File: src/rtl/pulse_width_sensor_packet_transmitter_unit_macros.svh
// assertion macros shared by the pulse width sensor transmitter rtl
// expects clk_i and rst_ni in the scope of the module that uses them
`ifndef PULSE_WIDTH_SENSOR_PACKET_TRANSMITTER_UNIT_MACROS_SVH
`define PULSE_WIDTH_SENSOR_PACKET_TRANSMITTER_UNIT_MACROS_SVH

// same-cycle implication, checked out of reset
`define PWSPTU_ASSERT_NOW(label, ante, cons, msg) \
  label: assert property (@(posedge clk_i) disable iff (!rst_ni) \
    (ante) |-> (cons)) else $error(msg);

// next-cycle implication, checked out of reset
`define PWSPTU_ASSERT_NEXT(label, ante, cons, msg) \
  label: assert property (@(posedge clk_i) disable iff (!rst_ni) \
    (ante) |=> (cons)) else $error(msg);

`endif

File: src/rtl/pwsptu_pkg.sv
// shared types and constants of the pulse width sensor packet transmitter
// no dependencies
`default_nettype none

package pwsptu_pkg;

  // default frame shape
  localparam int PreambleLenDef = 8;
  localparam int PayloadLenDef  = 41;

  // register widths and reset values
  localparam int TicksW   = 16;
  localparam int RepeatW  = 8;
  localparam int BitIdxW  = 8;
  localparam int PacketW  = 48;

  localparam logic [TicksW-1:0]  BitPeriodRst = 16'd6000;
  localparam logic [TicksW-1:0]  ShortHighRst = 16'd2000;
  localparam logic [TicksW-1:0]  LongHighRst  = 16'd4000;
  localparam logic [RepeatW-1:0] RepeatRst    = 8'd15;

  // register map
  typedef enum logic [1:0] {
    REG_BIT_PERIOD = 2'd0,
    REG_SHORT_HIGH = 2'd1,
    REG_LONG_HIGH  = 2'd2,
    REG_REPEAT     = 2'd3
  } cfg_reg_e;

  // request opcodes
  typedef enum logic {
    OP_TICK  = 1'b0,
    OP_START = 1'b1
  } opcode_e;

  // reading limits
  localparam logic signed [11:0] TempMin = -12'sd677;
  localparam logic signed [11:0] TempMax = 12'sd1590;
  localparam logic [7:0]         HumMax  = 8'd100;

  // fahrenheit offset 320 plus raw offset 900
  localparam logic signed [12:0] RawOffset = 13'sd1220;
  // ceil(2^18 / 5), exact for magnitudes up to 14310
  localparam logic [15:0]        RecipFive = 16'd52429;
  localparam int                 RecipShift = 18;

endpackage

`default_nettype wire

File: src/rtl/pulse_width_sensor_packet_transmitter_unit.sv
// top level of the pulse width sensor packet transmitter
// depends on pwsptu_pkg and pulse_width_sensor_packet_transmitter_unit_macros.svh
//
//   channel  direction  handshake               payload
//   in       sink       in_valid_i / in_ready_o  opcode, reading fields
//   out      source     out_valid_o / out_ready_i line_level, busy_res, rejected, packet_done
//   cfg      sink       cfg_we_i (no wait)       cfg_idx_i, cfg_wdata_i
//
// one request per clock while no result is held by out_ready_i low: each request is
// folded into the state registers and the result register in the cycle it is accepted
// the path is set by the temperature conversion (one 15x16 multiply) feeding
// the checksum add, and by the tick compare and bit select of the sequencer
// in_ready_o drops only while a result is held by out_ready_i low
// reset: line low, idle, registers at their documented defaults
`default_nettype none

`include "pulse_width_sensor_packet_transmitter_unit_macros.svh"

module pulse_width_sensor_packet_transmitter_unit
  import pwsptu_pkg::*;
#(
  parameter int PREAMBLE_LEN = PreambleLenDef,
  parameter int PAYLOAD_LEN  = PayloadLenDef
) (
  input  wire logic              clk_i,
  input  wire logic              rst_ni,
  // configuration
  input  wire logic              cfg_we_i,
  input  wire logic [1:0]        cfg_idx_i,
  input  wire logic [15:0]       cfg_wdata_i,
  // request channel
  input  wire logic              in_valid_i,
  output logic                   in_ready_o,
  input  wire logic              opcode_i,
  input  wire logic [7:0]        sensor_id_i,
  input  wire logic              battery_low_i,
  input  wire logic              test_flag_i,
  input  wire logic [1:0]        channel_i,
  input  wire logic signed [11:0] temperature_i,
  input  wire logic [7:0]        humidity_i,
  // result channel
  output logic                   out_valid_o,
  input  wire logic              out_ready_i,
  output logic                   line_level_o,
  output logic                   busy_res_o,
  output logic                   rejected_o,
  output logic                   packet_done_o
);

  // last preamble index and last data index
  localparam logic [BitIdxW-1:0] PreIdx  = BitIdxW'(PREAMBLE_LEN);
  localparam logic [BitIdxW-1:0] LastIdx = BitIdxW'(PREAMBLE_LEN + PAYLOAD_LEN);

  // configuration registers
  logic [TicksW-1:0]  period_q, short_q, long_q;
  logic [RepeatW-1:0] rep_cnt_q;

  // sequencer state
  logic [PacketW-1:0] packet_q, packet_d;
  logic [BitIdxW-1:0] bit_idx_q, bit_idx_d;
  logic [TicksW-1:0]  tick_q, tick_d;
  logic [TicksW-1:0]  high_q, high_d;
  logic [RepeatW-1:0] reps_q, reps_d;
  logic               line_q, line_d;
  logic               active_q, active_d;

  // result register
  logic out_valid_q, out_valid_d;
  logic rej_q, rej_d;
  logic done_q, done_d;

  logic in_acc;

  // ---------------------------------------------------------------------------
  // configuration writes
  // ---------------------------------------------------------------------------
  always_ff @(posedge clk_i or negedge rst_ni) begin
    if (!rst_ni) begin
      period_q  <= BitPeriodRst;
      short_q   <= ShortHighRst;
      long_q    <= LongHighRst;
      rep_cnt_q <= RepeatRst;
    end else if (cfg_we_i) begin
      case (cfg_reg_e'(cfg_idx_i))
        REG_BIT_PERIOD: period_q  <= cfg_wdata_i;
        REG_SHORT_HIGH: short_q   <= cfg_wdata_i;
        REG_LONG_HIGH:  long_q    <= cfg_wdata_i;
        REG_REPEAT:     rep_cnt_q <= cfg_wdata_i[RepeatW-1:0];
        default:        ;
      endcase
    end
  end

  // ---------------------------------------------------------------------------
  // reading check and packet build
  // ---------------------------------------------------------------------------
  logic               temp_neg;
  logic [10:0]        temp_mag;
  logic [14:0]        temp_x9;
  logic [30:0]        div_prod;
  logic [12:0]        div_q;
  logic signed [12:0] fahr;
  logic [12:0]        raw13;
  logic [11:0]        raw;
  logic [7:0]         byte1, byte2, csum;
  logic               reading_ok;

  always_comb begin
    // truncating (x * 18) / 10 as sign * (|x| * 9) / 5
    temp_neg = temperature_i[11];
    temp_mag = temp_neg ? 11'(-temperature_i) : temperature_i[10:0];
    temp_x9  = {1'b0, temp_mag, 3'b000} + {4'b0000, temp_mag};
    div_prod = {1'b0, temp_x9} * {15'd0, RecipFive};
    div_q    = div_prod[RecipShift +: 13];
    fahr     = temp_neg ? -$signed(div_q) : $signed(div_q);
    raw13    = 13'(fahr + RawOffset);
    raw      = raw13[11:0];

    byte1 = {battery_low_i, test_flag_i, channel_i, raw[11:8]};
    byte2 = raw[7:0];
    csum  = sensor_id_i + byte1 + byte2 + humidity_i;

    reading_ok = (channel_i != 2'd0) && (humidity_i <= HumMax) &&
                 (temperature_i >= TempMin) && (temperature_i <= TempMax);
  end

  // ---------------------------------------------------------------------------
  // tick sequencer: lead low, preamble half cycles, then data bits msb first
  // ---------------------------------------------------------------------------
  logic [TicksW-1:0]  tick_inc;
  logic               in_data;
  logic               tick_done;
  logic [BitIdxW-1:0] next_idx;
  logic [5:0]         data_pos, data_sh;
  logic               data_bit;
  logic [TicksW-1:0]  high_sel;

  always_comb begin
    tick_inc  = tick_q + 1'b1;
    in_data   = bit_idx_q > PreIdx;
    tick_done = in_data && (tick_inc >= high_q) && (bit_idx_q >= LastIdx);

    // bit select for the segment that the next index enters
    next_idx = bit_idx_q + 1'b1;
    data_pos = 6'(next_idx - PreIdx - 1'b1);
    data_sh  = 6'd47 - data_pos;
    data_bit = (data_sh < 6'(PacketW)) ? packet_q[data_sh] : 1'b0;
    high_sel = data_bit ? long_q : short_q;
    if (high_sel > period_q) begin
      high_sel = period_q;
    end
  end

  always_comb begin
    packet_d  = packet_q;
    bit_idx_d = bit_idx_q;
    tick_d    = tick_q;
    high_d    = high_q;
    reps_d    = reps_q;
    line_d    = line_q;
    active_d  = active_q;
    rej_d     = 1'b0;
    done_d    = 1'b0;

    if (opcode_e'(opcode_i) == OP_START) begin
      if (active_q || !reading_ok) begin
        rej_d = 1'b1;
      end else begin
        packet_d  = {sensor_id_i, byte1, byte2, humidity_i, csum, 8'h00};
        reps_d    = (rep_cnt_q != '0) ? rep_cnt_q : RepeatW'(1);
        active_d  = 1'b1;
        bit_idx_d = '0;
        tick_d    = '0;
        high_d    = '0;
        line_d    = 1'b0;
      end
    end else if (active_q) begin
      tick_d = tick_inc;
      if (in_data && tick_inc >= high_q) begin
        line_d = 1'b0;
      end
      if (!tick_done && tick_inc >= period_q) begin
        // next segment
        bit_idx_d = next_idx;
        tick_d    = '0;
        if (next_idx <= PreIdx) begin
          line_d = next_idx[0];
          high_d = '0;
        end else begin
          line_d = 1'b1;
          high_d = high_sel;
        end
      end
      if (tick_done) begin
        // packet finished: restart the send or end the run
        done_d    = 1'b1;
        reps_d    = reps_q - 1'b1;
        active_d  = (reps_q != RepeatW'(1));
        bit_idx_d = '0;
        tick_d    = '0;
        high_d    = '0;
        line_d    = 1'b0;
      end
    end
  end

  // ---------------------------------------------------------------------------
  // handshake and registers
  // ---------------------------------------------------------------------------
  assign in_ready_o  = !out_valid_q || out_ready_i;
  assign in_acc      = in_valid_i && in_ready_o;
  assign out_valid_d = in_acc || (out_valid_q && !out_ready_i);

  always_ff @(posedge clk_i or negedge rst_ni) begin
    if (!rst_ni) begin
      bit_idx_q   <= '0;
      tick_q      <= '0;
      high_q      <= '0;
      reps_q      <= '0;
      line_q      <= 1'b0;
      active_q    <= 1'b0;
      packet_q    <= '0;
      out_valid_q <= 1'b0;
    end else begin
      out_valid_q <= out_valid_d;
      if (in_acc) begin
        bit_idx_q <= bit_idx_d;
        tick_q    <= tick_d;
        high_q    <= high_d;
        reps_q    <= reps_d;
        line_q    <= line_d;
        active_q  <= active_d;
        packet_q  <= packet_d;
      end
    end
  end

  // per-request flags, held while the result waits
  always_ff @(posedge clk_i or negedge rst_ni) begin
    if (!rst_ni) begin
      rej_q  <= 1'b0;
      done_q <= 1'b0;
    end else if (in_acc) begin
      rej_q  <= rej_d;
      done_q <= done_d;
    end
  end

  // line and busy only change on an accepted request, so they double as result fields
  assign out_valid_o   = out_valid_q;
  assign line_level_o  = line_q;
  assign busy_res_o    = active_q;
  assign rejected_o    = rej_q;
  assign packet_done_o = done_q;

  // ---------------------------------------------------------------------------
  // assertions
  // ---------------------------------------------------------------------------
  `PWSPTU_ASSERT_NOW(a_idle_line_low, !active_q, !line_q, "line high while idle")
  `PWSPTU_ASSERT_NOW(a_active_reps, active_q, reps_q != '0, "run active with no repeats left")
  `PWSPTU_ASSERT_NOW(a_no_overwrite, out_valid_q && !out_ready_i, !in_acc,
                     "request taken while result stalled")
  `PWSPTU_ASSERT_NEXT(a_state_hold, !in_acc, $stable(bit_idx_q) && $stable(tick_q),
                      "sequencer moved without a request")
  `PWSPTU_ASSERT_NEXT(a_last_done,
                      in_acc && (opcode_e'(opcode_i) == OP_TICK) && tick_done &&
                      reps_q == RepeatW'(1),
                      !active_q && packet_done_o, "run did not end after last packet")

endmodule

`default_nettype wire

File: config.mk
export PLATFORM = sky130hd
export DESIGN_NAME = pulse_width_sensor_packet_transmitter_unit
export DESIGN_NICKNAME = d
export VERILOG_FILES = /design/src/rtl/pwsptu_pkg.sv /design/src/rtl/pulse_width_sensor_packet_transmitter_unit.sv
export VERILOG_INCLUDE_DIRS = /design/src /design/src/rtl
export SDC_FILE = /design/constraint.sdc
export NUM_CORES = 1
export LEC_CHECK = 0
export BUFFER_PORTS_ARGS = -buffer_cell sky130_fd_sc_hd__buf_2
export CAP_MARGIN = 25
export CORE_MARGIN = 2
export CORE_UTILIZATION = 40
export CTS_CLUSTER_DIAMETER = 200
export DETAILED_ROUTE_END_ITERATION = 6
export PLACE_DENSITY = 0.62
export RECOVER_POWER = 100
export SYNTH_ARGS = -nofsm -noshare
export SYNTH_HDL_FRONTEND = slang
export SYNTH_SLANG_ARGS = --single-unit
File: constraint.sdc
create_clock -name clk_i -period 8.45 [get_ports clk_i]
set_input_delay 0.845 -clock clk_i [delete_from_list [all_inputs] [get_ports clk_i]]
set_output_delay 0.845 -clock clk_i [all_outputs]
set_load 0.02 [all_outputs]
==> reports/metrics.yaml <==
sta:
  hold_viol: 0
  rsz0062_at_grt: "yes"
  min_period_ns: 11.09
  fin_crit_sh_pct: 131
  setup-violations-final: 16
  fmax_mhz: 90.2
  max_slew_margin_pct: -197
  worst_slack_ns: -2.64
  clock_skew_ns: 0.00971
  worstMarginPinSlew_ns: 4.46
  slew_violations: 204
global_route:
  grt_util_met2_pct: 36.2
  grt.busiest_layer: "met2"
  grt_max_degree: 85
  met3_usage_pct: 2.69
  grt_pass1_vias: 12800
  use_met1_pct: 28.0
  grt_antenna_before_repair: 1
  grt-ovfl-total: 0
  grt.total_usage_pct: 21.1
  grt_pass1_wl_mm: 62.7
clocking:
  clk_latency_ns: 0.44
  cts_max_level: 4
  cts_num_sinks: 149
  cts_buffers: 17
  clockBufferDepth: 2
  ctsRootBufferMaster: "clkbuf_16"
  cts_tree: "built"
  cts.clk_slew.worst_paths_ns: 0.07
die:
  boundaryPins: 62
  core_sq_mm: 0.0347
  die_area_sq_mm: 0.0370
  rows: 68
  start_util_pct: 40.9
  fp.dieH_microns: 192
  die_w_microns: 192
finish:
  drive_above_1_share_pct: 32.4
  stdcell_count: 2275
  area_delta_synth_final_pct: 29.7
  nets: 2115
  final_common_cell: "buf_4"
  final_cell_mix: "buf_4 (258), inv_1 (183), ha_1 (164), nand2_1 (146), dfrtp_1 (126)"
worst_setup_path:
  crit_fanout: 4
  r2r-start: "bit_idx_q[1]"
  slowest_stage: "fa_2"
  cp-start-kind: "primary input"
  cp-end-kind: "flop"
  worstPathRequired_ns: 8.76
  worst_path_largest_cell_delay_ns: 0.56
  r2r_end: "high_q[11]"
  timing.critical_path.mode_cell: "buf_6"
  cp_data_arrival_time_ns: 11.40
  setup.worst_path.class: "primary input to flop"
  r2r_cells: 22
  worst-r2r-setup-slack_ns: 1.11
placement:
  post-place-ws_ns: -3.34
  io_buffers: 61
  placedCellCount: 2193
  dp_hpwl_mm: 28.5
  gp_congestion: 0.852
run_status:
  status: "complete, but fails checks"
  violations: "capacitance limit, slew limit, setup timing"
synthesis:
  ys_ff_latch: 149
  synth_edf_count: 0
  yosysSeqAreaShare_pct: 26.5
  yosysUniqueCellTypes: 82
  synth_fp_nets: 1798
  syn_area_sq_mm: 0.0142
  ys.flop_type: "dfrtp_1"
  yosysWarnings: 0
  syn_inst: 1489
  syn_area_per_cell_sq_um: 9.52
  async_reset_ff_share_pct: 100
hold_path:
  holdPathStages: 2
  min_path_type: "flop to flop"
  min-delay-start: "packet_q[18]"
  hold_end: "packet_q[18]"
flow_run:
  cap_violations: 3
routing:
  drc: 0
  drt_iter0_markers: 528
  dr.pass1.iters: 4
  wl_per_cell_microns: 16.3
  via_count: 11900
  postRouteAntennaNets: 0
  routed_wl_mm: 37.1
  viasPerCell: 5.25
## repair_timing
action,4_1_cts,5_1_grt
buffers inserted,41,13
pin swaps,51,36
hold buffers,0,0
endpoints found under the setup margin,17,17
resized for setup,68,39
## through the flow
| step | hold slack [ns] | instance area, sq um | utilization, % | setup TNS, ns |
|---|---|---|---|---|
| after global routing | 0.501 | 18400 | 53.0 | -26.83 |
| after global placement | 0.452 | 16900 | 48.8 | -25.90 |
| after detailed placement | 0.463 | 16900 | 48.8 | -29.71 |
| after floorplan | 0.440 | 14500 | - | -19.90 |
| after CTS | 0.479 | 18100 | 52.2 | -17.71 |
| final | 0.473 | 18400 | 53.0 | -20.72 |
## cell type report
cell class | instances | area, sq um
flip-flops and latches | 149 | 3760
well taps | 455 | 569
clock buffers | 18 | 429
inverters | 192 | 721
diodes | 1 | 2.50
repair buffers | 343 | 2480
clock inverters | 14 | 144
fillers | 3065 | 16300
multi-input cells | 1103 | 10300
## worst max-delay path, delay by kind of cell
family	cells	cell delay [ns]
adder cells (fa/ha/maj)	11	4.14
AO/OA/AOI/OAI	14	2.30
buffers and inverters	17	1.87
AND/OR/NAND/NOR	8	1.45
XOR/XNOR	4	0.74
## routing by layer
layer | wire length, microns | part of all wire, %
met3 | 1200 | 3.2
met4 | 877 | 2.4
met5 | 0 | 0
met1 | 17100 | 46
met2 | 17900 | 48
## cells in the mapped netlist, types with 8 or more instances
master      n  area (sq um)
mux4_2     12           270
nor2b_1    13          81.3
nor2_1     53           199
nand4_1    15          93.8
o211ai_1   11          82.6
ha_1      179          2240
o22ai_1     8          50.1
and3_1     16           100
clkbuf_1   34           128
mux2_2     75           845
nand3_1    26           130
nand2b_1   10          62.6
xor2_1     19           166
dfstp_2    23           604
nor3_1     29           145
a22o_1     26           228
a21o_1     39           293
mux2i_1    10           100
fa_1       74          1480
nor4_1      8          50.1
inv_1     190           713
a21oi_1    66           330
nand2_1   148           556
o21ai_0    79           395
and2_1     11          68.8
dfrtp_1   126          3150
xnor2_1    56           490
o31ai_1     8          60.1
## cell families (layout without fill, tap and decap cells)
| group | after synthesis | in the layout | share of synthesized area (%) |
|---|---|---|---|
| other | 0 | 1 | 0 |
| AOI/OAI and AO/OA | 311 | 311 | 14.9 |
| and+or+nand+nor | 365 | 365 | 12.5 |
| muxes | 97 | 97 | 8.57 |
| buffers and inverters | 237 | 567 | 6.45 |
| xor gates and xnor gates | 77 | 77 | 4.91 |
| DFF | 149 | 149 | 26.5 |
| adders and majority gates | 253 | 253 | 26.2 |
## how the worst max path moves through the flow
stage | start | endpoint | slack, ns | cells after the start
final | temperature_i[3] | packet_q[11] | -2.64 | 54
after global routing | temperature_i[3] | packet_q[15] | -3.04 | 49
after CTS | temperature_i[4] | packet_q[15] | -2.49 | 48
after detailed placement | temperature_i[0] | packet_q[15] | -3.34 | 49
after global placement | temperature_i[0] | packet_q[15] | -3.04 | 50
after floorplan | temperature_i[5] | packet_q[15] | -2.84 | 46
## state kept, by name (all words and copies together), names as in the netlist
register / cells
bit_idx_q: 8
busy_res_o: 1
high_q: 16
line_level_o: 1
long_q: 16
out_valid_o: 1
packet_done_o: 1
packet_q: 40
period_q: 16
rejected_o: 1
rep_cnt_q: 8
reps_q: 8
short_q: 16
tick_q: 16
Power is not shown: default switching activity piles up to over one toggle a cycle in this logic, so the estimate is an artifact.
